[config.mk]
export PLATFORM = sky130hd
export DESIGN_NAME = lpk_front
export DESIGN_NICKNAME = d
export VERILOG_FILES = /design/src/rtl/core/lpk_pkg.sv /design/src/rtl/core/lpk_front.sv
export SDC_FILE = /design/constraint.sdc
export NUM_CORES = 1
export LEC_CHECK = 0
export ABC_CLOCK_PERIOD_IN_PS = 11400
export CAP_MARGIN = 20
export CORE_AREA = 2 2 317 319
export DETAILED_ROUTE_END_ITERATION = 6
export DIE_AREA = 0 0 319 321
export DONT_BUFFER_PORTS = 1
export MAX_ROUTING_LAYER = met4
export PLACE_DENSITY = 0.5
export SETUP_SLACK_MARGIN = 0.2
export SLEW_MARGIN = 20
export SYNTH_ARGS = -nofsm -noshare
export SYNTH_HDL_FRONTEND = slang
export SYNTH_SLANG_ARGS = --single-unit
export TNS_END_PERCENT = 20
[constraint.sdc]
create_clock -name clk -period 11.4 [get_ports clk]
set_input_delay 0.57 -clock clk [delete_from_list [all_inputs] [get_ports clk]]
set_output_delay 0.57 -clock clk [all_outputs]
set_load 0.03 [all_outputs]
[src/rtl/core/lpk_pkg.sv]
`timescale 1ns / 1ps
// lpk_pkg: types and constants shared by the leading particle kinematics block
// no dependencies
package lpk_pkg;

    localparam int NUM_CLASSES = 4;
    localparam int CLS_W       = 2;
    localparam int COS_FRAC    = 14;
    localparam logic [31:0] CODE_ELECTRON = 32'd11;
    localparam logic [31:0] CODE_MUON     = 32'd13;
    localparam logic [31:0] CODE_PHOTON   = 32'd22;
    localparam logic [CLS_W-1:0] CLS_ELECTRON = 2'd0;
    localparam logic [CLS_W-1:0] CLS_MUON     = 2'd1;
    localparam logic [CLS_W-1:0] CLS_PHOTON   = 2'd2;
    localparam logic [CLS_W-1:0] CLS_ANY      = 2'd3;
    localparam logic signed [15:0] COS_ONE     = 16'sd16384;
    localparam logic signed [15:0] COS_NEG_ONE = -16'sd16384;

    typedef struct packed {
        logic [31:0]        energy;
        logic signed [31:0] mom_x;
        logic signed [31:0] mom_y;
        logic signed [31:0] mom_z;
        logic signed [31:0] particle_code;
        logic               last_of_event;
    } particle_t;

    typedef struct packed {
        logic [1:0]         category;
        logic               found;
        logic [31:0]        best_energy_out;
        logic [31:0]        total_momentum;
        logic [31:0]        transverse_momentum;
        logic signed [15:0] cos_theta;
        logic signed [31:0] code_out;
        logic               last_result;
    } result_t;

    typedef struct packed {
        logic        valid;
        logic [31:0] energy;
        logic [31:0] mom_x;
        logic [31:0] mom_y;
        logic [31:0] mom_z;
        logic [31:0] code;
    } class_entry_t;

    typedef class_entry_t [NUM_CLASSES-1:0] event_snap_t;

    typedef enum logic [3:0] {
        B_IDLE,
        B_MUL,
        B_PT_INIT,
        B_PT_STEP,
        B_P_INIT,
        B_P_STEP,
        B_DIV_INIT,
        B_DIV_STEP,
        B_EMIT
    } back_state_t;

    // magnitude on 32 bits, -2^31 maps to 2^31
    function automatic logic [31:0] mag32(input logic [31:0] v);
        mag32 = v[31] ? (~v + 32'd1) : v;
    endfunction

endpackage

[src/rtl/core/lpk_front.sv]
`timescale 1ns / 1ps
// lpk_front: per-particle compare and update of the four kept entries
// depends on lpk_pkg
module lpk_front (
    input  logic                    clk,
    input  logic                    rst_n,
    input  logic                    accept,
    input  lpk_pkg::particle_t      particle,
    output logic                    snap_push,
    output lpk_pkg::event_snap_t    snap
);
    import lpk_pkg::*;

    class_entry_t [NUM_CLASSES-1:0] class_reg;
    class_entry_t [NUM_CLASSES-1:0] class_next;
    logic [31:0]                    code_mag;
    logic [NUM_CLASSES-1:0]         hit;

    assign code_mag = mag32(particle.particle_code);

    always_comb
    begin
        hit = '0;
        hit[CLS_ANY] = 1'b1;
        if (code_mag == CODE_ELECTRON)
            hit[CLS_ELECTRON] = 1'b1;
        else if (code_mag == CODE_MUON)
            hit[CLS_MUON] = 1'b1;
        else if (code_mag == CODE_PHOTON)
            hit[CLS_PHOTON] = 1'b1;
    end

    always_comb
    begin
        for (int c = 0; c < NUM_CLASSES; c++)
        begin
            class_next[c] = class_reg[c];
            // strictly greater replaces, first of equal energies stays
            if (hit[c] && (!class_reg[c].valid || particle.energy > class_reg[c].energy))
            begin
                class_next[c].valid  = 1'b1;
                class_next[c].energy = particle.energy;
                class_next[c].mom_x  = particle.mom_x;
                class_next[c].mom_y  = particle.mom_y;
                class_next[c].mom_z  = particle.mom_z;
                class_next[c].code   = particle.particle_code;
            end
        end
    end

    assign snap_push = accept && particle.last_of_event;
    assign snap      = class_next;

    always_ff @(posedge clk or negedge rst_n)
    begin
        if (!rst_n)
        begin
            for (int c = 0; c < NUM_CLASSES; c++)
                class_reg[c].valid <= 1'b0;
        end
        else if (accept)
        begin
            for (int c = 0; c < NUM_CLASSES; c++)
            begin
                class_reg[c] <= class_next[c];
                if (particle.last_of_event)
                    class_reg[c].valid <= 1'b0;
            end
        end
    end

endmodule

==> run metrics, run 1 <==
status complete, no violations; maximum number of pins on one net before global-route repair 187; number of flip-flops under the largest register name 644; tightest slew margin relative to the limit 24.60%; remaining global-route overflow 0; layout cells sized above 1 32.21%; total wire length 96090 µm; fin crit share 57.69%; number of distinct library cells after synthesis 65; type of the worst min-delay path input port to register; post-route DRC violation count 0; via count 17820; setup violators final 0; Worst setup startpoint particle[4]; clock buffer depth 3; number of top-level design ports 809; finished layout cell area 35160 µm²; net total in the final layout 2321; data required time at the worst endpoint 10.83 ns; primary flip-flop cell chosen by synthesis mapping edfxtp_1; setup repair after global routing missed its margin false; num rows 116; crit path max fanout 113; synthesized instance count 2017; number of cells upsized or downsized after cts 0; remaining antenna violation count after routing 0; share of the yosys chip area belonging to registers 61.42%; fmax 152.1 MHz; max-slew violations 0; Synthesis Warnings 0; Hold Crit Start accept; Synth Net Count 2310; Initial Util 31.68%; CTS H-Tree Depth 3; area used by multi-input combinational logic 11090 µm²; clock input transition at the sequential cells of the worst setup and hold paths 0.06 ns; minimum hold slack 0.08601 ns; average wire per cell in the routed design 28.39 µm; CTS tree done; horizontal die dimension 319 µm; async set or reset register ratio after synthesis 0.6211%; number of port buffers 0; placed cell count 3242; sequential cell area in the final layout 19320 µm²; skew final 0.02359 ns; number of DRC markers in iteration 0 1114; Pwr per Cell Area 167.3 nW/µm²; setup TNS 0 ns; number of flops mapped to enable cells by yosys 640; number of buffers inserted to repair setup after CTS 0; Static Leak 12.28 nW; most frequent cells in the layout 640 x edfxtp_1, 539 x mux2_2, 136 x inv_1; worst-skew pair later-pin latency 0.64 ns; vias per inst 5.267; number of iterations in the first detailed-routing pass 5; GP Congestion 0.8330; vias in the first global route 18200; post-route setup slack 4.823 ns; global routing usage summed across all routing layers 18.57%; antenna violations before repair 13; number of cells in the finished layout apart from fillers 3384; netlist area before placement 31450 µm²; number of clock sinks seen by CTS 644; flop and latch count out of synthesis 644; Root Buffer Master clkbuf_16; post-layout utilization of the core 35.42%; crit start category input port; Max-cap violations 0; Post-Synthesis Mean Instance Area 15.59 µm²; DP Area 32720 µm²; clock buffers created by TritonCTS 77; most common cell after layout, fill and taps aside edfxtp_1; arrival time at the worst endpoint 6.01 ns; first-pass GRT wire length 135100 µm; post-detail-place hpwl 70070 µm; Core Region 99280 µm²; start of the worst register-to-register path class_reg[135]; crit path kind input port to output pin; hold buffers post-CTS 4; post-layout min period 6.577 ns; internal reg-to-reg setup slack 6.38 ns; worst slack at placement 4.849 ns; sort of element at the end of the critical path output pin; Filler cells 9539; signed area change from the synthesized netlist to the final layout 11.79%; final hold viol count 0; floorplan die area 102400 µm²; die height 321 µm; total chip power 5.882 mW; peak supply drop 125.4 µV; actual slew at the worst max-slew pin 1.131 ns
[area by class of cell]
class                           count  area share, %
Sequential cell                   644          54.94
Multi-Input combinational cell   1146          31.54
Clock buffer                      100          5.786
Tap cell                         1298          4.619
Inverter                          136          1.452
Clock inverter                     34         0.9536
Timing Repair Buffer               23         0.6832
Antenna cell                        3        0.02135
[metal layers]
layer | track usage [%] | vias to the layer above | wire length (µm) | part of all wire, %
met1 | 20.33 | 9119 | 36560 | 38
met3 | 7.442 | 141 | 9277 | 9.7
met2 | 30.60 | 744 | 47100 | 49
met4 | 6.447 | 0 | 3151 | 3.3
met5 | - | - | 0 | 0
li1 | - | 7818 | - | -
[kinds of logic (layout without fill, tap and decap cells)]
family / Yosys count / after routing / share of synthesized area [%]
other: 1 / 4 / 0.01192
XOR/XNOR: 3 / 3 / 0.08355
buffers and inverters: 227 / 293 / 3.417
adder cells (fa/ha/maj): 129 / 129 / 5.132
AO/OA/AOI/OAI: 155 / 155 / 3.222
AND/OR/NAND/NOR: 215 / 215 / 3.712
flip-flops: 644 / 644 / 61.42
multiplexers: 643 / 643 / 23.00
[Yosys cell counts (all sizes together) (24+ instances only)]
cell type  instances  area share, %
edfxtp           640             61
mux2             638             23
inv              136            1.6
ha               129            5.1
clkbuf            59           0.70
nor2              49           0.58
a21oi             44           0.70
buf               32            1.1
nand2             30           0.36
a21o              28           0.67
o21ai             27           0.43
nor3              24           0.38
[final timing paths]
kind                                   to  cells after the start
setup / recovery                snap[457]                     10
hold / removal             class_reg[643]                      2
setup reg to reg           class_reg[138]                     12
hold reg to reg            class_reg[482]                      1
max in group asynchronous  class_reg[643]                      1
min in group asynchronous  class_reg[321]                      1
[critical path, cell delays in order]
cell and delay, ns:
or3_1 0.49, nor4_2 0.81, nand4_1 0.18, a211oi_1 0.29, a31oi_1 0.06, or4b_1 0.63
or4_1 0.66, and4b_4 1.05, buf_12 0.49, mux2_1 0.54
[power by group]
part	total (mW)	internal [mW]	switching [mW]
clock network	2.36	1.37	0.988
logic	0.758	0.190	0.568
registers	2.76	2.73	0.0285
Power figures use the tool's default switching activity.
==> inputs of run 2 (changes only) <==
- ABC_CLOCK_PERIOD_IN_PS: 11400 -> 5900
- CORE_AREA: 2 2 317 319 -> 2 2 316 318
- DIE_AREA: 0 0 319 321 -> 0 0 318 320
- PLACE_DENSITY: 0.5 -> 0.51
- clock period: 11.4 -> 5.9 ns (I/O delays scaled with it)
==> run metrics, run 2 (synthesis results as in run 1) <==
GP Congestion 0.8731 (+4.8%); tightest slew margin relative to the limit 32.07% (+7.5 points); setup violators final 0 (unchanged); skew final 0.02066 ns (-0.002932 ns); setup TNS 0 ns (unchanged); via count 18000 (+1.0%); signed area change from the synthesized netlist to the final layout 14.02%; number of port buffers 0 (unchanged); Core Region 97990 µm² (-1.3%); status complete, no violations; vias in the first global route 18810 (+3.4%); data required time at the worst endpoint 5.61 ns (-5.22 ns); maximum number of pins on one net before global-route repair 152 (-19%); post-layout utilization of the core 36.60% (+1.2 points); post-layout min period 5.358 ns; internal reg-to-reg setup slack 1.26 ns (-5.12 ns); DP Area 32890 µm² (+0.54%); CTS tree done; Pwr per Cell Area 317.2 nW/µm² (+90%); worst slack at placement 0.4862 ns (-4.363 ns); type of the worst min-delay path input port to register; hold path depth 1 (-1); peak supply drop 245.0 µV (+95%); crit start category input port; setup repair after global routing missed its margin false; number of top-level design ports 809 (unchanged); remaining antenna violation count after routing 0 (unchanged); total chip power 11.37 mW (+93%); Static Leak 12.59 nW (+2.5%); number of flip-flops under the largest register name 644 (unchanged); sort of element at the end of the critical path output pin; actual slew at the worst max-slew pin 1.019 ns (-0.1121 ns); crit path max fanout 57 (-50%); die height 320 µm (-0.31%); clock buffer depth 3 (unchanged); worst-skew pair later-pin latency 0.64 ns (about the same); final hold viol count 0 (unchanged); antenna violations before repair 4 (-9); average wire per cell in the routed design 27.00 µm (-4.9%); most common cell after layout, fill and taps aside edfxtp_1; vias per inst 5.230 (-0.69%); total wire length 92920 µm (-3.3%); number of cells upsized or downsized after cts 0 (unchanged); Worst R2R End class_reg[322]; layout cells sized above 1 31.55% (-0.66 points); num rows 115 (-0.86%); Hold EP class_reg[372]; CTS H-Tree Depth 3 (unchanged); Filler cells 9274 (-2.8%); fin crit share 90.81%; max-slew violations 0 (unchanged); number of iterations in the first detailed-routing pass 6 (+1); most frequent cells in the layout 640 x edfxtp_1, 539 x mux2_2, 136 x inv_1; floorplan die area 101800 µm² (-0.62%); number of DRC markers in iteration 0 1267 (+14%); depth of the worst register-to-register path 12 (unchanged); net total in the final layout 2387 (+2.8%); crit path kind input port to output pin; horizontal die dimension 318 µm (-0.31%); clock buffers created by TritonCTS 76 (-1.3%); start of the worst register-to-register path class_reg[476]; fmax 186.6 MHz; arrival time at the worst endpoint 5.06 ns (-0.95 ns); first-pass GRT wire length 134400 µm (-0.47%); Root Buffer Master clkbuf_16; remaining global-route overflow 0 (unchanged); Max-cap violations 0 (unchanged); finished layout cell area 35860 µm² (+2.0%); post-route DRC violation count 0 (unchanged); Hold Crit Start particle[51]; post-route setup slack 0.5423 ns (-4.281 ns); clock input transition at the sequential cells of the worst setup and hold paths 0.06 ns (about the same); Initial Util 32.10% (+0.42 points); number of clock sinks seen by CTS 644 (unchanged); post-detail-place hpwl 67110 µm (-4.2%); global routing usage summed across all routing layers 18.23% (-0.33 points)
## run 2: cell types whose count changed in the layout (fill, tap and decap cells not counted)
cell	before	now
dlygate4sd3_1	4	60
buf_12	3	11
buf_4	15	19
clkinv_1	11	15
clkinv_2	8	5
clkbuf_16	78	76
clkinv_4	3	1
clkinvlp_4	2	4
inv_16	1	3
buf_16	1	0
clkbuf_1	22	23
## run 2: cell type report
type | instances | area (µm²) | area share [%]
well taps | 1287 | 1610 | 4.490
clock buffers | 99 | 1988 | 5.544
multi-input cells | 1146 | 11090 | 30.93
clock inverters | 37 | 372.9 | 1.040
inverters | 136 | 510.5 | 1.423
flip-flops and latches | 644 | 19320 | 53.87
repair buffers | 90 | 963.4 | 2.686
diodes | 3 | 7.507 | 0.02093
## run 2: per-stage QoR
stage | hold slack [ns] | std cells
global placement | 0.0004961 | 3243
finish | 0.06140 | 3442
CTS | 0.0001894 | 3439
detailed placement | 0.0005195 | 3243
floorplan | -0.0005911 | 2017
global route | 0.003358 | 3439
## run 2: worst max-delay path by stage
stage / start / to / slack (ns) / cells after the start
floorplan: rst_n / class_reg[0] / 0.74 / 1
global placement: particle[4] / class_reg[410] / 0.54 / 10
detailed placement: particle[4] / class_reg[405] / 0.49 / 10
CTS: class_reg[476] / snap[322] / 0.44 / 12
global route: class_reg[476] / snap[322] / 0.34 / 12
finish: particle[4] / snap[405] / 0.54 / 10
## run 2: worst max-delay path, stage by stage
cell     delay (ns)
or3_1          0.50
or4_4          0.59
nor4_4         0.25
o22ai_1        0.13
a221o_1        0.36
or4b_1         0.60
or4_1          0.66
and4b_4        0.68
buf_12         0.30
mux2_1         0.53
## run 2: layer usage
| metal | global-route usage [%] | up-vias | share of wire [%] |
|---|---|---|---|
| li1 | - | 7974 | - |
| met1 | 19.37 | 9112 | 37 |
| met2 | 30.66 | 752 | 50 |
| met3 | 7.839 | 164 | 10 |
| met4 | 5.598 | 0 | 3.0 |
| met5 | - | - | 0 |
## run 2: where the power goes
group / switching (mW) / internal, mW
clock: 1.91 / 2.61
combinational: 1.11 / 0.400
sequential: 0.0520 / 5.28
total: 3.08 / 8.30
## run 2: timing repair
| item | in CTS | in global routing |
|---|---|---|
| hold buffers | 60 | 0 |
| hold endpoints to repair | 92 | 0 |
| buffers inserted | 0 | 0 |
