### src/rtl/core/lpk_pkg.sv
`timescale 1ns / 1ps
// lpk_pkg: types and constants shared by the leading particle kinematics block
// no dependencies
package lpk_pkg;

    localparam int NUM_CLASSES = 4;
    localparam int CLS_W       = 2;
    localparam int COS_FRAC    = 14;
    localparam logic [31:0] CODE_ELECTRON = 32'd11;
    localparam logic [31:0] CODE_MUON     = 32'd13;
    localparam logic [31:0] CODE_PHOTON   = 32'd22;
    localparam logic [CLS_W-1:0] CLS_ELECTRON = 2'd0;
    localparam logic [CLS_W-1:0] CLS_MUON     = 2'd1;
    localparam logic [CLS_W-1:0] CLS_PHOTON   = 2'd2;
    localparam logic [CLS_W-1:0] CLS_ANY      = 2'd3;
    localparam logic signed [15:0] COS_ONE     = 16'sd16384;
    localparam logic signed [15:0] COS_NEG_ONE = -16'sd16384;

    typedef struct packed {
        logic [31:0]        energy;
        logic signed [31:0] mom_x;
        logic signed [31:0] mom_y;
        logic signed [31:0] mom_z;
        logic signed [31:0] particle_code;
        logic               last_of_event;
    } particle_t;

    typedef struct packed {
        logic [1:0]         category;
        logic               found;
        logic [31:0]        best_energy_out;
        logic [31:0]        total_momentum;
        logic [31:0]        transverse_momentum;
        logic signed [15:0] cos_theta;
        logic signed [31:0] code_out;
        logic               last_result;
    } result_t;

    typedef struct packed {
        logic        valid;
        logic [31:0] energy;
        logic [31:0] mom_x;
        logic [31:0] mom_y;
        logic [31:0] mom_z;
        logic [31:0] code;
    } class_entry_t;

    typedef class_entry_t [NUM_CLASSES-1:0] event_snap_t;

    typedef enum logic [3:0] {
        B_IDLE,
        B_MUL,
        B_PT_INIT,
        B_PT_STEP,
        B_P_INIT,
        B_P_STEP,
        B_DIV_INIT,
        B_DIV_STEP,
        B_EMIT
    } back_state_t;

    // magnitude on 32 bits, -2^31 maps to 2^31
    function automatic logic [31:0] mag32(input logic [31:0] v);
        mag32 = v[31] ? (~v + 32'd1) : v;
    endfunction

endpackage

### src/rtl/core/lpk_back.sv
`timescale 1ns / 1ps
// lpk_back: per-class kinematics sequencer (squares, two square roots, division)
// and the result output register; depends on lpk_pkg
module lpk_back (
    input  logic                    clk,
    input  logic                    rst_n,
    input  logic                    snap_valid,
    input  lpk_pkg::event_snap_t    snap,
    output logic                    snap_pop,
    output logic                    empty,
    input  logic                    pop,
    output lpk_pkg::result_t        result
);
    import lpk_pkg::*;

    back_state_t state_reg, state_next;
    logic [CLS_W-1:0] cls_reg;
    logic [4:0]       cnt_reg;
    logic [63:0]      sqx_reg, sqy_reg, sqz_reg, sxy_reg;
    logic [63:0]      rem_reg, root_reg, bit_reg;
    logic [31:0]      pt_reg, p_reg;
    logic [33:0]      drem_reg;
    logic [14:0]      q_reg;
    logic             out_valid_reg;
    result_t          out_reg;

    class_entry_t     ent;
    logic [31:0]      mul_op;
    logic [63:0]      mul_res;
    logic [63:0]      test;
    logic             take;
    logic             emit_load;
    logic             out_free;
    logic [14:0]      q_sat;
    logic signed [15:0] cos_val;

    assign ent      = snap[cls_reg];
    assign out_free = !out_valid_reg;

    always_comb
    begin
        case (cnt_reg[1:0])
            2'd0:    mul_op = mag32(ent.mom_x);
            2'd1:    mul_op = mag32(ent.mom_y);
            default: mul_op = mag32(ent.mom_z);
        endcase
    end

    assign mul_res = 64'(mul_op) * 64'(mul_op);
    assign test    = root_reg + bit_reg;
    assign take    = (rem_reg >= test);

    // next state
    always_comb
    begin
        state_next = state_reg;
        case (state_reg)
            B_IDLE:
                if (snap_valid)
                    state_next = ent.valid ? B_MUL : B_EMIT;
            B_MUL:
                if (cnt_reg == 5'd2)
                    state_next = B_PT_INIT;
            B_PT_INIT:
                state_next = B_PT_STEP;
            B_PT_STEP:
                if (cnt_reg == 5'd31)
                    state_next = B_P_INIT;
            B_P_INIT:
                state_next = B_P_STEP;
            B_P_STEP:
                if (cnt_reg == 5'd31)
                    state_next = B_DIV_INIT;
            B_DIV_INIT:
                state_next = B_DIV_STEP;
            B_DIV_STEP:
                if (cnt_reg == 5'd14)
                    state_next = B_EMIT;
            B_EMIT:
                if (out_free)
                    state_next = B_IDLE;
            default:
                state_next = B_IDLE;
        endcase
    end

    // control outputs
    always_comb
    begin
        emit_load = 1'b0;
        snap_pop  = 1'b0;
        case (state_reg)
            B_EMIT:
            begin
                emit_load = out_free;
                snap_pop  = out_free && (cls_reg == CLS_ANY);
            end
            default:
            begin
                emit_load = 1'b0;
                snap_pop  = 1'b0;
            end
        endcase
    end

    always_comb
    begin
        q_sat = (q_reg > 15'(COS_ONE)) ? 15'(COS_ONE) : q_reg;
        if (p_reg == 32'd0)
            cos_val = '0;
        else if (ent.mom_z[31])
            cos_val = -$signed({1'b0, q_sat});
        else
            cos_val = $signed({1'b0, q_sat});
    end

    always_ff @(posedge clk or negedge rst_n)
    begin
        if (!rst_n)
        begin
            state_reg     <= B_IDLE;
            cls_reg       <= CLS_ELECTRON;
            cnt_reg       <= '0;
            out_valid_reg <= 1'b0;
        end
        else
        begin
            state_reg <= state_next;
            case (state_reg)
                B_IDLE:     cnt_reg <= '0;
                B_MUL:      cnt_reg <= (cnt_reg == 5'd2) ? 5'd0 : cnt_reg + 5'd1;
                B_PT_STEP,
                B_P_STEP,
                B_DIV_STEP: cnt_reg <= cnt_reg + 5'd1;
                default:    cnt_reg <= '0;
            endcase
            if (emit_load)
                cls_reg <= cls_reg + 2'd1;
            if (emit_load)
                out_valid_reg <= 1'b1;
            else if (pop)
                out_valid_reg <= 1'b0;
        end
    end

    always_ff @(posedge clk)
    begin
        case (state_reg)
            B_MUL:
            begin
                case (cnt_reg[1:0])
                    2'd0:    sqx_reg <= mul_res;
                    2'd1:    sqy_reg <= mul_res;
                    default: sqz_reg <= mul_res;
                endcase
            end
            B_PT_INIT:
            begin
                sxy_reg  <= sqx_reg + sqy_reg;
                rem_reg  <= sqx_reg + sqy_reg;
                root_reg <= '0;
                bit_reg  <= 64'd1 << 62;
            end
            B_P_INIT:
            begin
                pt_reg   <= root_reg[31:0];
                rem_reg  <= sxy_reg + sqz_reg;
                root_reg <= '0;
                bit_reg  <= 64'd1 << 62;
            end
            B_PT_STEP,
            B_P_STEP:
            begin
                // one bit pair of the restoring square root
                if (take)
                begin
                    rem_reg  <= rem_reg - test;
                    root_reg <= (root_reg >> 1) + bit_reg;
                end
                else
                    root_reg <= root_reg >> 1;
                bit_reg <= bit_reg >> 2;
            end
            B_DIV_INIT:
            begin
                p_reg    <= root_reg[31:0];
                drem_reg <= 34'(mag32(ent.mom_z));
                q_reg    <= '0;
            end
            B_DIV_STEP:
            begin
                // |pz| <= p so the quotient fits in 15 bits
                if (drem_reg >= 34'(p_reg))
                begin
                    drem_reg <= (drem_reg - 34'(p_reg)) << 1;
                    q_reg    <= {q_reg[13:0], 1'b1};
                end
                else
                begin
                    drem_reg <= drem_reg << 1;
                    q_reg    <= {q_reg[13:0], 1'b0};
                end
            end
            default:
            begin
            end
        endcase
        if (emit_load)
        begin
            out_reg.category    <= cls_reg;
            out_reg.found       <= ent.valid;
            out_reg.last_result <= (cls_reg == CLS_ANY);
            if (ent.valid)
            begin
                out_reg.best_energy_out     <= ent.energy;
                out_reg.total_momentum      <= p_reg;
                out_reg.transverse_momentum <= pt_reg;
                out_reg.cos_theta           <= cos_val;
                out_reg.code_out            <= ent.code;
            end
            else
            begin
                out_reg.best_energy_out     <= '0;
                out_reg.total_momentum      <= '0;
                out_reg.transverse_momentum <= '0;
                out_reg.cos_theta           <= '0;
                out_reg.code_out            <= '0;
            end
        end
    end

    assign empty  = !out_valid_reg;
    assign result = out_reg;

endmodule

### config.mk
export PLATFORM = sky130hd
export DESIGN_NAME = lpk_back
export DESIGN_NICKNAME = d
export VERILOG_FILES = /design/src/rtl/core/lpk_pkg.sv /design/src/rtl/core/lpk_back.sv
export SDC_FILE = /design/constraint.sdc
export NUM_CORES = 2
export LEC_CHECK = 0
export BUFFER_PORTS_ARGS = -buffer_cell sky130_fd_sc_hd__buf_2
export CORE_UTILIZATION = 40
export CTS_BUF_LIST = sky130_fd_sc_hd__clkbuf_4 sky130_fd_sc_hd__clkbuf_8
export DETAILED_ROUTE_END_ITERATION = 6
export HOLD_SLACK_MARGIN = 0.1
export SYNTH_ARGS = -nofsm -noshare
export SYNTH_HDL_FRONTEND = slang
export SYNTH_SLANG_ARGS = --single-unit
### constraint.sdc
create_clock -name clk -period 14.8 [get_ports clk]
set_input_delay 4.44 -clock clk [delete_from_list [all_inputs] [get_ports clk]]
set_output_delay 4.44 -clock clk [all_outputs]
set_load 0.02 [all_outputs]
==> out/summary.log <==
[floorplan] starting utilization of the core area 40.4%
[global_route] number of antenna violations at the first check in global routing 207
[cells_and_area] number of fillers in the final layout 17,700
[worst_setup_path] data required time of the critical path 15.39 ns
[global_route] overflow left after global routing 0
[floorplan] floorplan row count 158
[logic_synthesis] Synth Area per Inst 10.1 µm²
[worst_setup_path] launching element type of the critical path input pin
[worst_setup_path] endpoint of the most critical setup path sqz_reg[59]$_DFFE_PP_
[detailed_routing] via count 63,800
[timing] Fin Clk Skew 0.0518 ns
[logic_synthesis] number of synthesized flops with an enable pin 674
[cts] number of clock sinks 686
[worst_setup_path] crit path capture type flop
[timing] portion of the clock cycle consumed by the worst path in the final layout 97.8%
[worst_setup_path] endpoint of the worst-slack reg-to-reg timing path sqz_reg[59]$_DFFE_PP_
[floorplan] overall die area 0.190 mm²
[placed_design] placement-stage worst setup slack -0.751 ns
[placed_design] placement-stage cell area 0.0869 mm²
[detailed_routing] number of design-rule violations left by the first detailed-router iteration 5,315
[min_path] min-delay worst type reg2reg
[placed_design] placer congestion estimate 1.24
[worst_setup_path] Reg2Reg Depth 39
[timing] unrepaired setup endpoints after global routing false
[timing] headroom to the max-slew limit 27.6%
[worst_setup_path] start point of the critical path snap[580]
[global_route] global-route layer with the greatest usage met2
[detailed_routing] number of remaining DRC errors 0
[placed_design] buffers added on ports 797
[timing] Setup Viol. Count Final 0
[logic_synthesis] Yosys top cell area share 26.9%
[cts] total clock buffers created by CTS 107
[cts] Clk Latency, worst-skew pair 0.82 ns
[global_route] met2 Usage GRT 52.1%
[detailed_routing] count of antenna-violating nets left after detailed routing 0
[timing] final count of hold timing violations 0
[outcome] status finished, final reports clean
[placed_design] detailed-placement wirelength estimate 277 mm
[cts] CTS tree yes
[cts] H-tree lvl count 3
[worst_setup_path] most numerous cell on the critical path fa_1
[cells_and_area] post-route standard cell area excluding fillers 0.0897 mm²
[cells_and_area] share of cells above drive strength 1 22.6%
[global_route] Tot GR Track Use 34.3%
[worst_setup_path] slowest CP cell fa_1
[cells_and_area] flip-flop count of the largest register after layout 148
[floorplan] top-level I/O count 798
[timing] crit path setup slack, layout 0.330 ns
[cts] buffers from clock root to sink, at most 3
[global_route] first-pass GRT wire length 463 mm
[logic_synthesis] async set-or-reset flop fraction in the synthesized netlist 1.75%
[logic_synthesis] post-synthesis instance total 7,487
[logic_synthesis] cell types with the largest area share after synthesis edfxtp_1 (27%), fa_1 (21%), ha_1 (9.5%)
[timing] maximum clock frequency 69.1 MHz
[logic_synthesis] number of warnings printed during yosys synthesis 0
[cts] clock root buffer master clkbuf_8
[global_route] met3 track utilization from global routing 7.32%
[worst_setup_path] Crit Path Max Fanout 10
[timing] post-layout minimum cycle time 14.47 ns
[global_route] maximum number of pins on one net before global-route repair 87
[logic_synthesis] sequential share of the synthesized area 27.3%
[detailed_routing] DRT Pass-1 Iters 6
[timing] measured slew at the worst slew-check pin 1.09 ns
[logic_synthesis] Synth area leader edfxtp_1
[detailed_routing] aggregate routed wire length 329 mm
[logic_synthesis] prevailing post-synth register cell edfxtp_1
[cells_and_area] Final #Nets 10,800
[worst_setup_path] worst setup path category in2reg
[floorplan] area inside the core boundary 0.186 mm²
[worst_setup_path] slack of the worst reg-to-reg path 2.55 ns
[global_route] number of global-route vias before repair 63,600
[global_route] routing usage on met1 47.1%
[floorplan] Die X 436 µm
[worst_setup_path] highest cell delay on the worst timing path 0.59 ns
[worst_setup_path] Arr. time, crit path 15.06 ns
[detailed_routing] routed wire length per instance 28.6 µm
[worst_setup_path] launching point of the worst reg2reg path cls_reg[0]$_DFFE_PN0P_
[logic_synthesis] net count after synthesis 9,511
[run] max-capacitance violation count 0
[timing] count of pins over their slew limit 0
[cts] register clock-pin slew on the reported worst setup and hold paths 0.06 ns
[cts] CTS hold repair buffers 0
[logic_synthesis] register bit count reported by yosys 686
[detailed_routing] number of vias per cell 5.55
[timing] Min Hold Slack 0.484 ns
[logic_synthesis] Yosys cell types 86
[floorplan] Die Y-Extent 436 µm
[cells_and_area] area growth from synthesis to final layout 19.2%
[logic_synthesis] Post-Synthesis Cell Area 0.0753 mm²
==> metrics by stage <==
step	TNS, ns	util, %	std cells
2_1_floorplan	0	-	7487
3_3_place_gp	-25.97	46.7	11200
3_5_place_dp	-28.57	46.7	11200
4_1_cts	0	48.0	11400
5_1_grt	0	48.1	11400
6_report	0	48.2	11500
==> what timing repair did <==
item / in CTS / in global routing
resized for setup: 0 / 20
buffers inserted: 0 / 4
setup endpoints to repair: 0 / 48
==> worst min path at each step <==
stage / startpoint / to / cells after the start
2_1_floorplan: cls_reg[0]$_DFFE_PN0P_ / result[146]$_DFFE_PP_ / 0
3_3_place_gp: pt_reg[31]$_DFFE_PP_ / result[80]$_SDFFCE_PN0P_ / 1
3_5_place_dp: pt_reg[31]$_DFFE_PP_ / result[80]$_SDFFCE_PN0P_ / 1
4_1_cts: pt_reg[0]$_DFFE_PP_ / result[49]$_SDFFCE_PN0P_ / 1
5_1_grt: pt_reg[0]$_DFFE_PP_ / result[49]$_SDFFCE_PN0P_ / 1
6_report: pt_reg[0]$_DFFE_PP_ / result[49]$_SDFFCE_PN0P_ / 1
==> routing by layer <==
metal	wire [µm]	part of all wire [%]	vias to the layer above
met2	143000	43	2799
met4	16800	5.1	40
met5	455	0.14	-
li1	-	-	28400
met3	25800	7.9	655
met1	143000	43	31900
==> cell families (layout without fill, tap and decap cells) <==
group,count (synthesis),count (layout),share of synthesized area (%)
fa+ha+maj,1376,1376,30.9
other cells,0,101,0
buf+inv,1420,2847,7.17
xor+xnor,498,498,5.79
compound gates,1416,1416,12.0
simple gates,1920,1920,12.0
flops,686,686,27.3
mux,171,171,4.92
==> layout by cell type (no fill, tap or decap), drive strengths merged, types with 80 or more instances in the layout <==
cell type / synthesis / routed
and2: 164 / 164
xor2: 236 / 236
xnor2: 262 / 262
ha: 574 / 574
a21o: 153 / 153
o21ai: 309 / 309
fa: 802 / 802
mux4: 159 / 159
edfxtp: 674 / 674
nand4: 80 / 80
buf: 59 / 1529
a31oi: 91 / 91
a21oi: 399 / 399
nand2: 549 / 549
clkbuf: 244 / 142
nor2: 624 / 624
diode: 0 / 101
inv: 1112 / 1119
==> worst max-delay path, delay by kind of cell <==
kind | cells | cell delay [ns]
multiplexers | 1 | 0.54
XOR/XNOR | 2 | 0.42
AND/OR/NAND/NOR | 9 | 2.24
adder cells (fa/ha/maj) | 9 | 4.47
AO/OA/AOI/OAI | 9 | 1.59
buffers and inverters | 9 | 1.37
==> Yosys cell counts (163+ instances only) <==
cell	n
inv_1	1101
fa_1	802
edfxtp_1	674
nor2_1	624
ha_1	574
nand2_1	549
a21oi_1	399
o21ai_0	303
xnor2_1	262
clkbuf_1	244
xor2_1	236
and2_1	163
==> layout make-up <==
type	instances	area, µm²	area share [%]
multi-input cells	5381	49600	55.3
flip-flops and latches	686	20500	22.9
repair buffers	1529	9610	10.7
inverters	1117	4200	4.68
well taps	2480	3100	3.46
clock buffers	142	1770	1.97
clock inverters	59	651	0.725
diodes	101	253	0.282
Power is not shown: default switching activity piles up to over one toggle a cycle in this logic, so the estimate is an artifact.
