### src/rtl/core/lpk_pkg.sv
`timescale 1ns / 1ps
// lpk_pkg: types and constants shared by the leading particle kinematics block
// no dependencies
package lpk_pkg;

    localparam int NUM_CLASSES = 4;
    localparam int CLS_W       = 2;
    localparam int COS_FRAC    = 14;
    localparam logic [31:0] CODE_ELECTRON = 32'd11;
    localparam logic [31:0] CODE_MUON     = 32'd13;
    localparam logic [31:0] CODE_PHOTON   = 32'd22;
    localparam logic [CLS_W-1:0] CLS_ELECTRON = 2'd0;
    localparam logic [CLS_W-1:0] CLS_MUON     = 2'd1;
    localparam logic [CLS_W-1:0] CLS_PHOTON   = 2'd2;
    localparam logic [CLS_W-1:0] CLS_ANY      = 2'd3;
    localparam logic signed [15:0] COS_ONE     = 16'sd16384;
    localparam logic signed [15:0] COS_NEG_ONE = -16'sd16384;

    typedef struct packed {
        logic [31:0]        energy;
        logic signed [31:0] mom_x;
        logic signed [31:0] mom_y;
        logic signed [31:0] mom_z;
        logic signed [31:0] particle_code;
        logic               last_of_event;
    } particle_t;

    typedef struct packed {
        logic [1:0]         category;
        logic               found;
        logic [31:0]        best_energy_out;
        logic [31:0]        total_momentum;
        logic [31:0]        transverse_momentum;
        logic signed [15:0] cos_theta;
        logic signed [31:0] code_out;
        logic               last_result;
    } result_t;

    typedef struct packed {
        logic        valid;
        logic [31:0] energy;
        logic [31:0] mom_x;
        logic [31:0] mom_y;
        logic [31:0] mom_z;
        logic [31:0] code;
    } class_entry_t;

    typedef class_entry_t [NUM_CLASSES-1:0] event_snap_t;

    typedef enum logic [3:0] {
        B_IDLE,
        B_MUL,
        B_PT_INIT,
        B_PT_STEP,
        B_P_INIT,
        B_P_STEP,
        B_DIV_INIT,
        B_DIV_STEP,
        B_EMIT
    } back_state_t;

    // magnitude on 32 bits, -2^31 maps to 2^31
    function automatic logic [31:0] mag32(input logic [31:0] v);
        mag32 = v[31] ? (~v + 32'd1) : v;
    endfunction

endpackage

### src/rtl/core/lpk_evq.sv
`timescale 1ns / 1ps
// lpk_evq: two-entry queue of finished event snapshots between front and back
// depends on lpk_pkg
module lpk_evq (
    input  logic                    clk,
    input  logic                    rst_n,
    input  logic                    wr,
    input  lpk_pkg::event_snap_t    wr_data,
    output logic                    is_full,
    input  logic                    rd,
    output logic                    rd_valid,
    output lpk_pkg::event_snap_t    rd_data
);
    import lpk_pkg::*;

    event_snap_t [1:0] mem_reg;
    logic              wp_reg;
    logic              rp_reg;
    logic [1:0]        cnt_reg;

    assign is_full  = (cnt_reg == 2'd2);
    assign rd_valid = (cnt_reg != 2'd0);
    assign rd_data  = mem_reg[rp_reg];

    always_ff @(posedge clk)
    begin
        if (wr)
            mem_reg[wp_reg] <= wr_data;
    end

    always_ff @(posedge clk or negedge rst_n)
    begin
        if (!rst_n)
        begin
            wp_reg  <= 1'b0;
            rp_reg  <= 1'b0;
            cnt_reg <= 2'd0;
        end
        else
        begin
            if (wr)
                wp_reg <= ~wp_reg;
            if (rd)
                rp_reg <= ~rp_reg;
            if (wr && !rd)
                cnt_reg <= cnt_reg + 2'd1;
            else if (rd && !wr)
                cnt_reg <= cnt_reg - 2'd1;
        end
    end

endmodule

### config.mk
export PLATFORM = sky130hd
export DESIGN_NAME = lpk_evq
export DESIGN_NICKNAME = d
export VERILOG_FILES = /design/src/rtl/core/lpk_pkg.sv /design/src/rtl/core/lpk_evq.sv
export SDC_FILE = /design/constraint.sdc
export NUM_CORES = 1
export LEC_CHECK = 0
export ABC_AREA = 1
export BUFFER_PORTS_ARGS = -buffer_cell sky130_fd_sc_hd__buf_4
export CORE_AREA = 2 2 505 507
export CTS_CLUSTER_SIZE = 28
export DETAILED_ROUTE_END_ITERATION = 6
export DIE_AREA = 0 0 507 509
export HOLD_SLACK_MARGIN = 0.02
export PLACE_DENSITY_LB_ADDON = 0.12
export SYNTH_ARGS = -nofsm -noshare
export SYNTH_HDL_FRONTEND = slang
export SYNTH_SLANG_ARGS = --single-unit
### constraint.sdc
create_clock -name clk -period 56.7 [get_ports clk]
set_clock_uncertainty 0.15 [all_clocks]
set_input_delay 11.34 -clock clk [delete_from_list [all_inputs] [get_ports clk]]
set_output_delay 11.34 -clock clk [all_outputs]
set_load 0.03 [all_outputs]
==> results of run 1 <==
layout by cell type (no fill, tap or decap), drive strengths merged:
master / synthesis / routed
nand3: 1 / 1
buf: 72 / 1325
ha: 1 / 1
clkinv: 0 / 57
dfrtp: 4 / 4
bufinv: 0 / 7
xor2: 2 / 2
clkbuf: 0 / 206
nand2: 6 / 6
diode: 0 / 15
mux2: 644 / 644
xnor2: 1 / 1
edfxtp: 1288 / 1288
nor2: 2 / 2
inv: 7 / 17
nand4: 1 / 1
clkinvlp: 0 / 3
how the worst max path moves through the flow:
stage / startpoint / to / slack [ps]
6_report: rp_reg / rd_data[416] / 39300
5_1_grt: rp_reg / rd_data[295] / 38840
4_1_cts: rp_reg / rd_data[416] / 38940
3_5_place_dp: wr / mem_reg[413] / 39740
3_3_place_gp: wr / mem_reg[433] / 39730
2_1_floorplan: wr / mem_reg[0] / 16600
power groups by stage:
| stage | sequential, mW | combinational (mW) | clock (mW) |
|---|---|---|---|
| 5_1_grt | 1.34 | 1.43 | 1.03 |
| 4_1_cts | 1.33 | 1.40 | 1.00 |
| 3_5_place_dp | 1.35 | 1.39 | 0 |
| 3_3_place_gp | 1.35 | 1.39 | 0 |
| 2_1_floorplan | 1.49 | 0.846 | 0 |
| 6_report | 1.32 | 1.35 | 0.959 |
worst reg2reg max path, cell delays in order (launching register included):
cell	delay, ps
dfrtp_1	420
nor2_4	890
buf_4	910
buf_4	640
buf_4	610
buf_4	760
buf_4	850
layer usage:
metal	track usage	part of all wire
met1	0.136	0.36
met2	0.216	0.49
met3	0.0696	0.12
met4	0.0353	0.021
met5	0	0.0029
per-stage QoR:
stage | setup WS (ps) | cell area [sq um] | total power, mW | instances | utilization
floorplan | 16600 | 46900 | 2.34 | 2029 | -
global placement | 39730 | 60500 | 2.74 | 6648 | 0.239
detailed placement | 39740 | 60500 | 2.74 | 6648 | 0.239
CTS | 38940 | 65400 | 3.72 | 6931 | 0.259
global route | 38840 | 65400 | 3.80 | 6938 | 0.259
finish | 39300 | 65400 | 3.64 | 6946 | 0.259
cells by family (layout without fill, tap and decap cells):
family,after synthesis,in the layout,synth area share
adder cells (fa/ha/maj),1,1,0.000267
flip-flops,1292,1292,0.828
buffers and inverters,79,1615,0.0119
other,0,15,0
multiplexers,644,644,0.159
XOR/XNOR,3,3,0.000561
AND/OR/NAND/NOR,10,10,0.000881
area by class of cell:
type	instances	area, sq um	area share
tap	3366	4210	0.0644
inverter	7	33.8	0.000516
sequential	1292	38800	0.593
clock inverter	77	716	0.0109
timing repair buffer	1325	9960	0.152
multi-input combinational	658	7530	0.115
antenna	15	37.5	0.000574
clock buffer	206	4180	0.0638
cells in the mapped netlist:
cell type and instances:
nor2_1 2, mux2_2 594, buf_4 50, edfxtp_1 1288
nand2_1 6, xnor2_1 1, nand4_1 1, mux2_4 50
nand3_1 1, inv_1 7, ha_1 1, xor2_1 2
buf_2 15, dfrtp_1 4, buf_6 7
==> summary.txt, run 1 <==
Outcome
  • Outcome: completed

Floorplan
  • Die ar.: 0.258 sq mm
  • Initial Util: 0.185
  • Boundary pin count: 1294
  • Die width: 507 um
  • Num rows: 185
  • Area of the core: 0.253 sq mm
  • Die H: 509 um

Route
  • Initial DRC Count: 1384
  • WL final: 172000 um
  • Via count: 25100
  • DRC viols: 0
  • DR pass1 iterations: 6
  • Vias per cell: 3.61
  • Routed Antenna Nets: 0
  • WL/cell: 24.7 um

Critical path
  • Max FO, Critical Path: 71
  • Worst reg2reg setup slack: 51020 ps
  • FF-to-FF path depth: 6
  • CP Cell Sequence: buf_4 -> buf_4 -> buf_4 -> buf_4 -> mux2_2 -> buf_4
  • CP peak stage delay: 1040 ps
  • Worst setup path category: reg2out
  • Buf+Inv Stages, Crit Path: 5
  • CP startpoint kind: flop
  • RR Startpoint: wp_reg
  • Crit path required time: 45210 ps
  • CP max-delay cell: dfrtp_4
  • End of the worst register-to-register path: mem_reg[457]
  • Critical path capture point type: output port
  • Critical Path Stages: 6
  • Crit path arrival time: 5910 ps
  • Crit path top cell by count: buf_4
  • CP delay by family, top: buffers and inverters

Pwr
  • VDD IR-drop max: 0.0309 mV
  • Pint: 2.32 mW
  • Sw frac: 0.363
  • NetSw: 1.32 mW
  • Comb pwr share: 0.372
  • Sequential Power Share: 0.364
  • Clk pwr share: 0.264
  • PwrDens: 55.6 mW/mm^2
  • Leakage power: 23.7 nW

Min path
  • Number of cells on the worst hold path: 2
  • Hold Path Origin: cnt_reg[1]
  • Worst Hold End: cnt_reg[1]
  • Min-delay worst type: reg2reg

Synthesis
  • Cells after Synth: 2029
  • Warnings, synthesis: 0
  • Synth Register Bits: 1292
  • Syn_area_per_cell: 23.1 sq um
  • Sequential area share after synthesis: 0.828
  • Mapped Nets: 2678
  • Mapped Area: 0.0469 sq mm
  • Dominant cells by area after synthesis: edfxtp_1, mux2_2, mux2_4
  • Largest area contributor in the netlist: edfxtp_1
  • Yosys top cell area share: 0.826
  • Distinct cells, synth: 15

Timing
  • Period utilization: 0.307
  • Final setup violation count: 0
  • Unrepaired setup endpoints after global routing: no
  • Final min period: 17400 ps
  • Post-Route Setup TNS: 0 ps
  • Max-slew violation count: 0
  • Hold Vio Cnt, Final: 0
  • Slew headroom: 0.231
  • F_max: 57.5 MHz
  • Worst Tran Pin Value: 1150 ps
  • WHS: 332 ps

Job
  • Max-capacitance violation count: 0

Place
  • Post-DP HPWL: 129000 um
  • Buffers on Ports: 1293
  • Placer congestion estimate: 0.790

Finish
  • Max reg flops: 1288
  • Filler cell count: 26000
  • Synth-to-layout area growth: 39.7%
  • # nets final: 4091
  • Proportion of layout cells with a drive suffix above 1: 0.610

CTS
  • CTS tree: yes
  • Clock-pin slew on the worst setup and hold paths: 50 ps
  • Post-CTS Setup Bufs: 0
  • H-tree depth: 4
  • Cts bufs inserted: 158
  • Clock root buffer: clkbuf_16
  • Clock buffer depth: 3
  • Post_cts resized: 0
  • Hold Buf Count CTS: 0
  • Clk sink count: 1292
  • Clk_lat worst skew: 770 ps

Global route
  • Initial antenna violation count: 67
  • Overall Global Routing Usage: 0.127
  • Largest net degree at the start of global routing: 150
  • Vias in the first global route: 26400
  • First-pass GRT wire length: 227000 um
  • Total gr overflow: 0
No activity file was read; power rests on OpenSTA's default activity.
==> run 2: changes to the inputs <==
ABC_AREA = 0   (was 1)
clock period = 14.42 ns   (was 56.7 ns; I/O delays follow)
==> summary.txt, run 2 <==
Floorplan
  • Area of the core: 0.253 sq mm (unchanged)
  • Die ar.: 0.258 sq mm (unchanged)
  • Initial Util: 0.185 (about the same)
  • Boundary pin count: 1294 (unchanged)
  • Die H: 509 um (unchanged)
  • Die width: 507 um (unchanged)
  • Num rows: 185 (unchanged)

Min path
  • Number of cells on the worst hold path: 1 (-1)
  • Min-delay worst type: reg2reg
  • Worst Hold End: cnt_reg[1]
  • Hold Path Origin: cnt_reg[1]

Critical path
  • Worst reg2reg setup slack: 10640 ps (-40380 ps)
  • Max FO, Critical Path: 135 (+90%)
  • RR Startpoint: wp_reg
  • Setup crit start: rp_reg
  • Crit path arrival time: 4020 ps (-1890 ps)
  • Critical path capture point type: output port
  • Worst setup path category: reg2out
  • Crit path required time: 11390 ps (-33820 ps)
  • End of the worst register-to-register path: mem_reg[802]
  • CP startpoint kind: flop
  • FF-to-FF path depth: 4 (-2)

Synthesis
  • Largest area contributor in the netlist: edfxtp_1
  • Mux share of post-synthesis cell area: 0.159 (about the same)
  • Syn_area_per_cell: 23.2 sq um (+0.41%)
  • Sequential area share after synthesis: 0.828 (about the same)
  • Cells after Synth: 2020 (-0.44%)
  • Distinct cells, synth: 15 (unchanged)
  • Post-synth top cells: edfxtp_1, mux2_2, buf_4, mux2_4, buf_2
  • Yosys top cell area share: 0.826 (about the same)
  • XOR/XNOR Fraction of Synth Area: 0.000935 (+0.000374)
  • Synth Register Bits: 1292 (unchanged)
  • Post-Synth Simple-Gate Area: 0.000614 (-0.000267)
  • Dominant cells by area after synthesis: edfxtp_1, mux2_2, mux2_4
  • Mapped Area: 0.0468 sq mm (about the same)
  • Asr flop ratio synth: 0.00310 (unchanged)
  • EDFF count, synth: 1288 (unchanged)
  • Largest family of logic cells by synthesized area: multiplexers
  • Mapped Nets: 2669 (-0.34%)
  • Most frequent cell after synthesis: edfxtp_1
  • Warnings, synthesis: 0 (unchanged)
  • Top FF cell, synth: edfxtp_1
  • Compound-Gate Fraction of Synth Area: 0 (unchanged)
  • Post-synthesis adder-cell area fraction: 0.000267 (about the same)

Pwr
  • Leakage power: 23.8 nW (+0.27%)
  • VDD IR-drop max: 0.117 mV (+280%)
  • Total power: 14.4 mW (+300%)
  • PwrDens: 220 mW/mm^2 (+300%)

CTS
  • Clk sink count: 1292 (unchanged)
  • Hold Buf Count CTS: 0 (unchanged)
  • CTS tree: yes
  • H-tree depth: 4 (unchanged)
  • Clk_lat worst skew: 790 ps (+20 ps)
  • Cts bufs inserted: 161 (+1.9%)
  • Clock root buffer: clkbuf_16
  • Post_cts resized: 0 (unchanged)
  • Clock buffer depth: 3 (unchanged)
  • Clock-pin slew on the worst setup and hold paths: 60 ps (about the same)
  • Post-CTS Setup Bufs: 0 (unchanged)

Timing
  • Slew headroom: 0.344 (+0.113)
  • Post-Route Setup TNS: 0 ps (unchanged)
  • Unrepaired setup endpoints after global routing: no
  • Hold Vio Cnt, Final: 0 (unchanged)
  • Final setup violation count: 0 (unchanged)
  • WHS: 335 ps (+2.89 ps)
  • Final min period: 7050 ps
  • Period utilization: 0.489
  • Max-slew violation count: 0 (unchanged)
  • F_max: 142 MHz
  • Worst Tran Pin Value: 984 ps (-167 ps)

Place
  • Buffers on Ports: 1293 (unchanged)
  • Cells after DPL: 6637 (-0.17%)
  • Post-DP HPWL: 127000 um (-0.93%)
  • Placer congestion estimate: 0.792 (+0.28%)
  • Placed cell area: 0.0606 sq mm (about the same)

Outcome
  • Outcome: completed

Route
  • WL final: 174000 um (+1.1%)
  • Routed Antenna Nets: 0 (unchanged)
  • Vias per cell: 3.62 (+0.16%)
  • DR pass1 iterations: 4 (-2)
  • WL/cell: 25.0 um (+1.0%)
  • DRC viols: 0 (unchanged)
  • Initial DRC Count: 1235 (-11%)
  • Via count: 25100 (+0.25%)

Finish
  • # nets final: 4083 (-0.20%)
  • Max reg flops: 1288 (unchanged)
  • Synth-to-layout area growth: 40.1%
  • Proportion of layout cells with a drive suffix above 1: 0.613 (+0.00254)
  • Finished Layout Cells: 6952 (+0.086%)
  • Filler cell count: 26000 (+0.20%)
  • Most frequent cells in the layout: buf_4, edfxtp_1, mux2_2
  • Non-Filler Cell Area, Final: 0.0656 sq mm (+0.29%)
  • Leading cell type in the layout, fill and taps excluded: buf_4

Global route
  • Vias in the first global route: 26400 (+0.27%)
  • Total gr overflow: 0 (unchanged)
  • First-pass GRT wire length: 227000 um (+0.36%)
  • Overall Global Routing Usage: 0.128 (+0.00113)
  • Initial antenna violation count: 91 (+36%)
  • Largest net degree at the start of global routing: 136 (-9.3%)

Job
  • Max-capacitance violation count: 0 (unchanged)
run 2: cell count changes after synthesis:
| cell | delta |
|---|---|
| or2_2 | +1 |
| nand2_1 | -6 |
| nor2_1 | -1 |
| nor2b_1 | +2 |
| nand3_1 | -1 |
| inv_1 | -6 |
| xor2_1 | +2 |
| and2_1 | +1 |
| nand4_1 | -1 |
run 2: logic make-up after synthesis:
family,Yosys count
buf+inv,73
mux,644
fa+ha+maj,1
simple gates,5
flops,1292
xor+xnor,5
run 2: worst max-delay path, stage by stage, from the launching register on:
cell	delay, ps
dfrtp_4	420
buf_12	490
buf_4	680
buf_12	670
mux2_2	450
buf_4	180
run 2: metrics by stage:
stage | setup WS (ps) | utilization
global route | 7100 | 0.260
global placement | 8020 | 0.240
floorplan | 1340 | -
detailed placement | 8050 | 0.240
CTS | 7140 | 0.259
finish | 7370 | 0.260
run 2: power breakdown:
group	switching (mW)	internal, mW	total (mW)
combinational	3.49	1.96	5.45
clock	1.63	2.23	3.85
sequential	0.155	4.99	5.14
total	5.27	9.17	14.4
run 2: worst max-delay path by stage:
stage | cells past startpoint | to
after global placement | 5 | mem_reg[1227]
final | 5 | rd_data[538]
after global routing | 5 | rd_data[14]
after detailed placement | 5 | mem_reg[719]
after floorplan | 1 | mem_reg[0]
after CTS | 5 | rd_data[14]
run 2: cell type report:
| cell class | instances | area [sq um] | area share |
|---|---|---|---|
| Timing Repair Buffer | 1323 | 10000 | 0.153 |
| Multi-Input combinational cell | 655 | 7530 | 0.115 |
| Antenna cell | 26 | 65.1 | 0.000991 |
| Tap cell | 3366 | 4210 | 0.0642 |
| Clock buffer | 202 | 4230 | 0.0644 |
| Sequential cell | 1292 | 38800 | 0.591 |
| Clock inverter | 87 | 778 | 0.0119 |
| Inverter | 1 | 3.75 | 0.0000572 |
run 2: routing by layer:
metal | global-route usage | vias to the layer above | share of wire
met3 | 0.0789 | 311 | 0.13
met1 | 0.129 | 12700 | 0.34
met2 | 0.215 | 1073 | 0.49
met5 | 0 | - | 0.0033
li1 | - | 11000 | -
met4 | 0.0493 | 90 | 0.030
==> run 3: changes to the inputs <==
clock period = 6 ns   (was 14.42 ns; I/O delays follow)
==> summary.txt, run 3 (same netlist as run 2, synthesis figures left out) <==
Pwr
  • Total power: 34.7 mW (+140%)
  • PwrDens: 527 mW/mm^2 (+140%)
  • VDD IR-drop max: 0.273 mV (+130%)
  • Leakage power: 23.8 nW (+0.28%)

Route
  • WL/cell: 24.8 um (-0.69%)
  • DRC viols: 0 (unchanged)
  • Vias per cell: 3.61 (-0.28%)
  • Via count: 25100 (-0.22%)
  • WL final: 172000 um (-0.64%)
  • Initial DRC Count: 1292 (+4.6%)
  • Routed Antenna Nets: 0 (unchanged)
  • DR pass1 iterations: 4 (unchanged)

Place
  • Placer congestion estimate: 0.763 (-3.6%)
  • Post-Place Worst Slack: 2130 ps (-5930 ps)
  • Placed cell area: 0.0609 sq mm (+0.57%)
  • Cells after DPL: 6655 (+0.27%)
  • Post-DP HPWL: 128000 um (+0.18%)
  • Buffers on Ports: 1293 (unchanged)

Timing
  • Slew headroom: 0.354 (+0.00944)
  • Final min period: 4620 ps
  • Final setup violation count: 0 (unchanged)
  • F_max: 216 MHz
  • WHS: 325 ps (-9.21 ps)
  • Max-slew violation count: 0 (unchanged)
  • Period utilization: 0.771
  • Post-Route Setup TNS: 0 ps (unchanged)
  • Final worst slack: 1380 ps (-5990 ps)
  • Hold Vio Cnt, Final: 0 (unchanged)
  • Worst Tran Pin Value: 969 ps (-14.2 ps)
  • Unrepaired setup endpoints after global routing: no

Finish
  • Final core utilization: 0.260 (+0.000806)
  • Finished Layout Cells: 6956 (+0.058%)
  • Max reg flops: 1288 (unchanged)
  • Most frequent cells in the layout: buf_4, edfxtp_1, mux2_2
  • Proportion of layout cells with a drive suffix above 1: 0.612 (-0.000705)
  • Non-Filler Cell Area, Final: 0.0658 sq mm (+0.31%)
  • Synth-to-layout area growth: 40.6%
  • Leading cell type in the layout, fill and taps excluded: buf_4
  • # nets final: 4100 (+0.42%)

Global route
  • Global-route met2 utilization: 0.214 (-0.00116)
  • Vias in the first global route: 26600 (+0.73%)
  • Initial antenna violation count: 85 (-6.6%)
  • GR peak layer: met2
  • Largest net degree at the start of global routing: 110 (-19%)
  • Met3 Use GR: 0.0769 (-0.00194)
  • Overall Global Routing Usage: 0.128 (-0.000360)
  • Total gr overflow: 0 (unchanged)
  • First-pass GRT wire length: 227000 um (-0.16%)
  • Global Route met1 Usage: 0.134 (+0.00466)

Critical path
  • Crit path arrival time: 3270 ps (-750 ps)
  • CP peak stage delay: 1030 ps (+350 ps)
  • CP startpoint kind: flop
  • FF-to-FF path depth: 3 (-1)
  • Max FO, Critical Path: 86 (-36%)
  • Crit path required time: 4650 ps (-6740 ps)
  • CP Cell Sequence: buf_12 -> mux2_2 -> buf_4
  • CP max-delay cell: dfrtp_4
  • Critical path capture point type: output port
  • Worst setup path category: reg2out

CTS
  • Hold Buf Count CTS: 1 (+1)
  • Clock-pin slew on the worst setup and hold paths: 50 ps (about the same)
  • Clk sink count: 1292 (unchanged)
  • CTS tree: yes
  • H-tree depth: 4 (unchanged)
  • Clk_lat worst skew: 780 ps (about the same)
  • Clock buffer depth: 3 (unchanged)
  • Cts bufs inserted: 159 (-1.2%)
  • Post_cts resized: 0 (unchanged)
  • Clock root buffer: clkbuf_16
  • Post-CTS Setup Bufs: 0 (unchanged)

Floorplan
  • Num rows: 185 (unchanged)
  • Area of the core: 0.253 sq mm (unchanged)
  • Die ar.: 0.258 sq mm (unchanged)
  • Die width: 507 um (unchanged)
  • Boundary pin count: 1294 (unchanged)
  • Die H: 509 um (unchanged)
  • Initial Util: 0.185 (unchanged)

Min path
  • Min-delay worst type: reg2reg
  • Number of cells on the worst hold path: 1 (unchanged)

Job
  • Max-capacitance violation count: 0 (unchanged)

Outcome
  • Outcome: completed
## run 3: changes by cell type in the layout (fill, tap and decap cells not counted), moves of 2 or more
cell | previous run | this run
inv_6 | 2 | 5
buf_12 | 8 | 25
inv_16 | 3 | 1
clkinv_16 | 3 | 5
clkinv_2 | 23 | 12
bufinv_16 | 8 | 5
clkbuf_1 | 39 | 45
diode_2 | 26 | 21
## run 3: metal layers
layer / wire (um) / vias up / share of wire
met5: 549 / - / 0.0032
met4: 4300 / 86 / 0.025
met3: 21600 / 314 / 0.13
met2: 84100 / 1048 / 0.49
met1: 62000 / 12600 / 0.36
li1: - / 11000 / -
## run 3: layout make-up
type / count / area, sq um
Antenna cell: 21 / 52.6
Clock buffer: 207 / 4220
Clock inverter: 72 / 639
Fill cell: 25900 / 187000
Inverter: 1 / 3.75
Multi-Input combinational cell: 655 / 7530
Sequential cell: 1292 / 38800
Tap cell: 3366 / 4210
Timing Repair Buffer: 1342 / 10400
## run 3: power breakdown
group	switching [mW]	internal [mW]	total, mW	leakage [nW]
combinational	8.40	4.86	13.3	9.34
clock	3.86	5.18	9.04	2.34
sequential	0.409	12.0	12.4	12.1
## run 3: critical path, delay by kind of cell, from the launching register on
kind                   cells  cell delay [ps]
flip-flops                 1             1030
buffers and inverters      2              640
multiplexers               1              480
## run 3: worst paths after layout
kind | end | slack (ps) | startpoint
setup / recovery | rd_data[629] | 1380 | rp_reg
hold / removal | cnt_reg[1] | 330 | cnt_reg[1]
setup reg to reg | mem_reg[352] | 3500 | wp_reg
hold reg to reg | cnt_reg[1] | 330 | cnt_reg[1]
max in group asynchronous | rp_reg | 4930 | rst_n
min in group asynchronous | rp_reg | 660 | rst_n
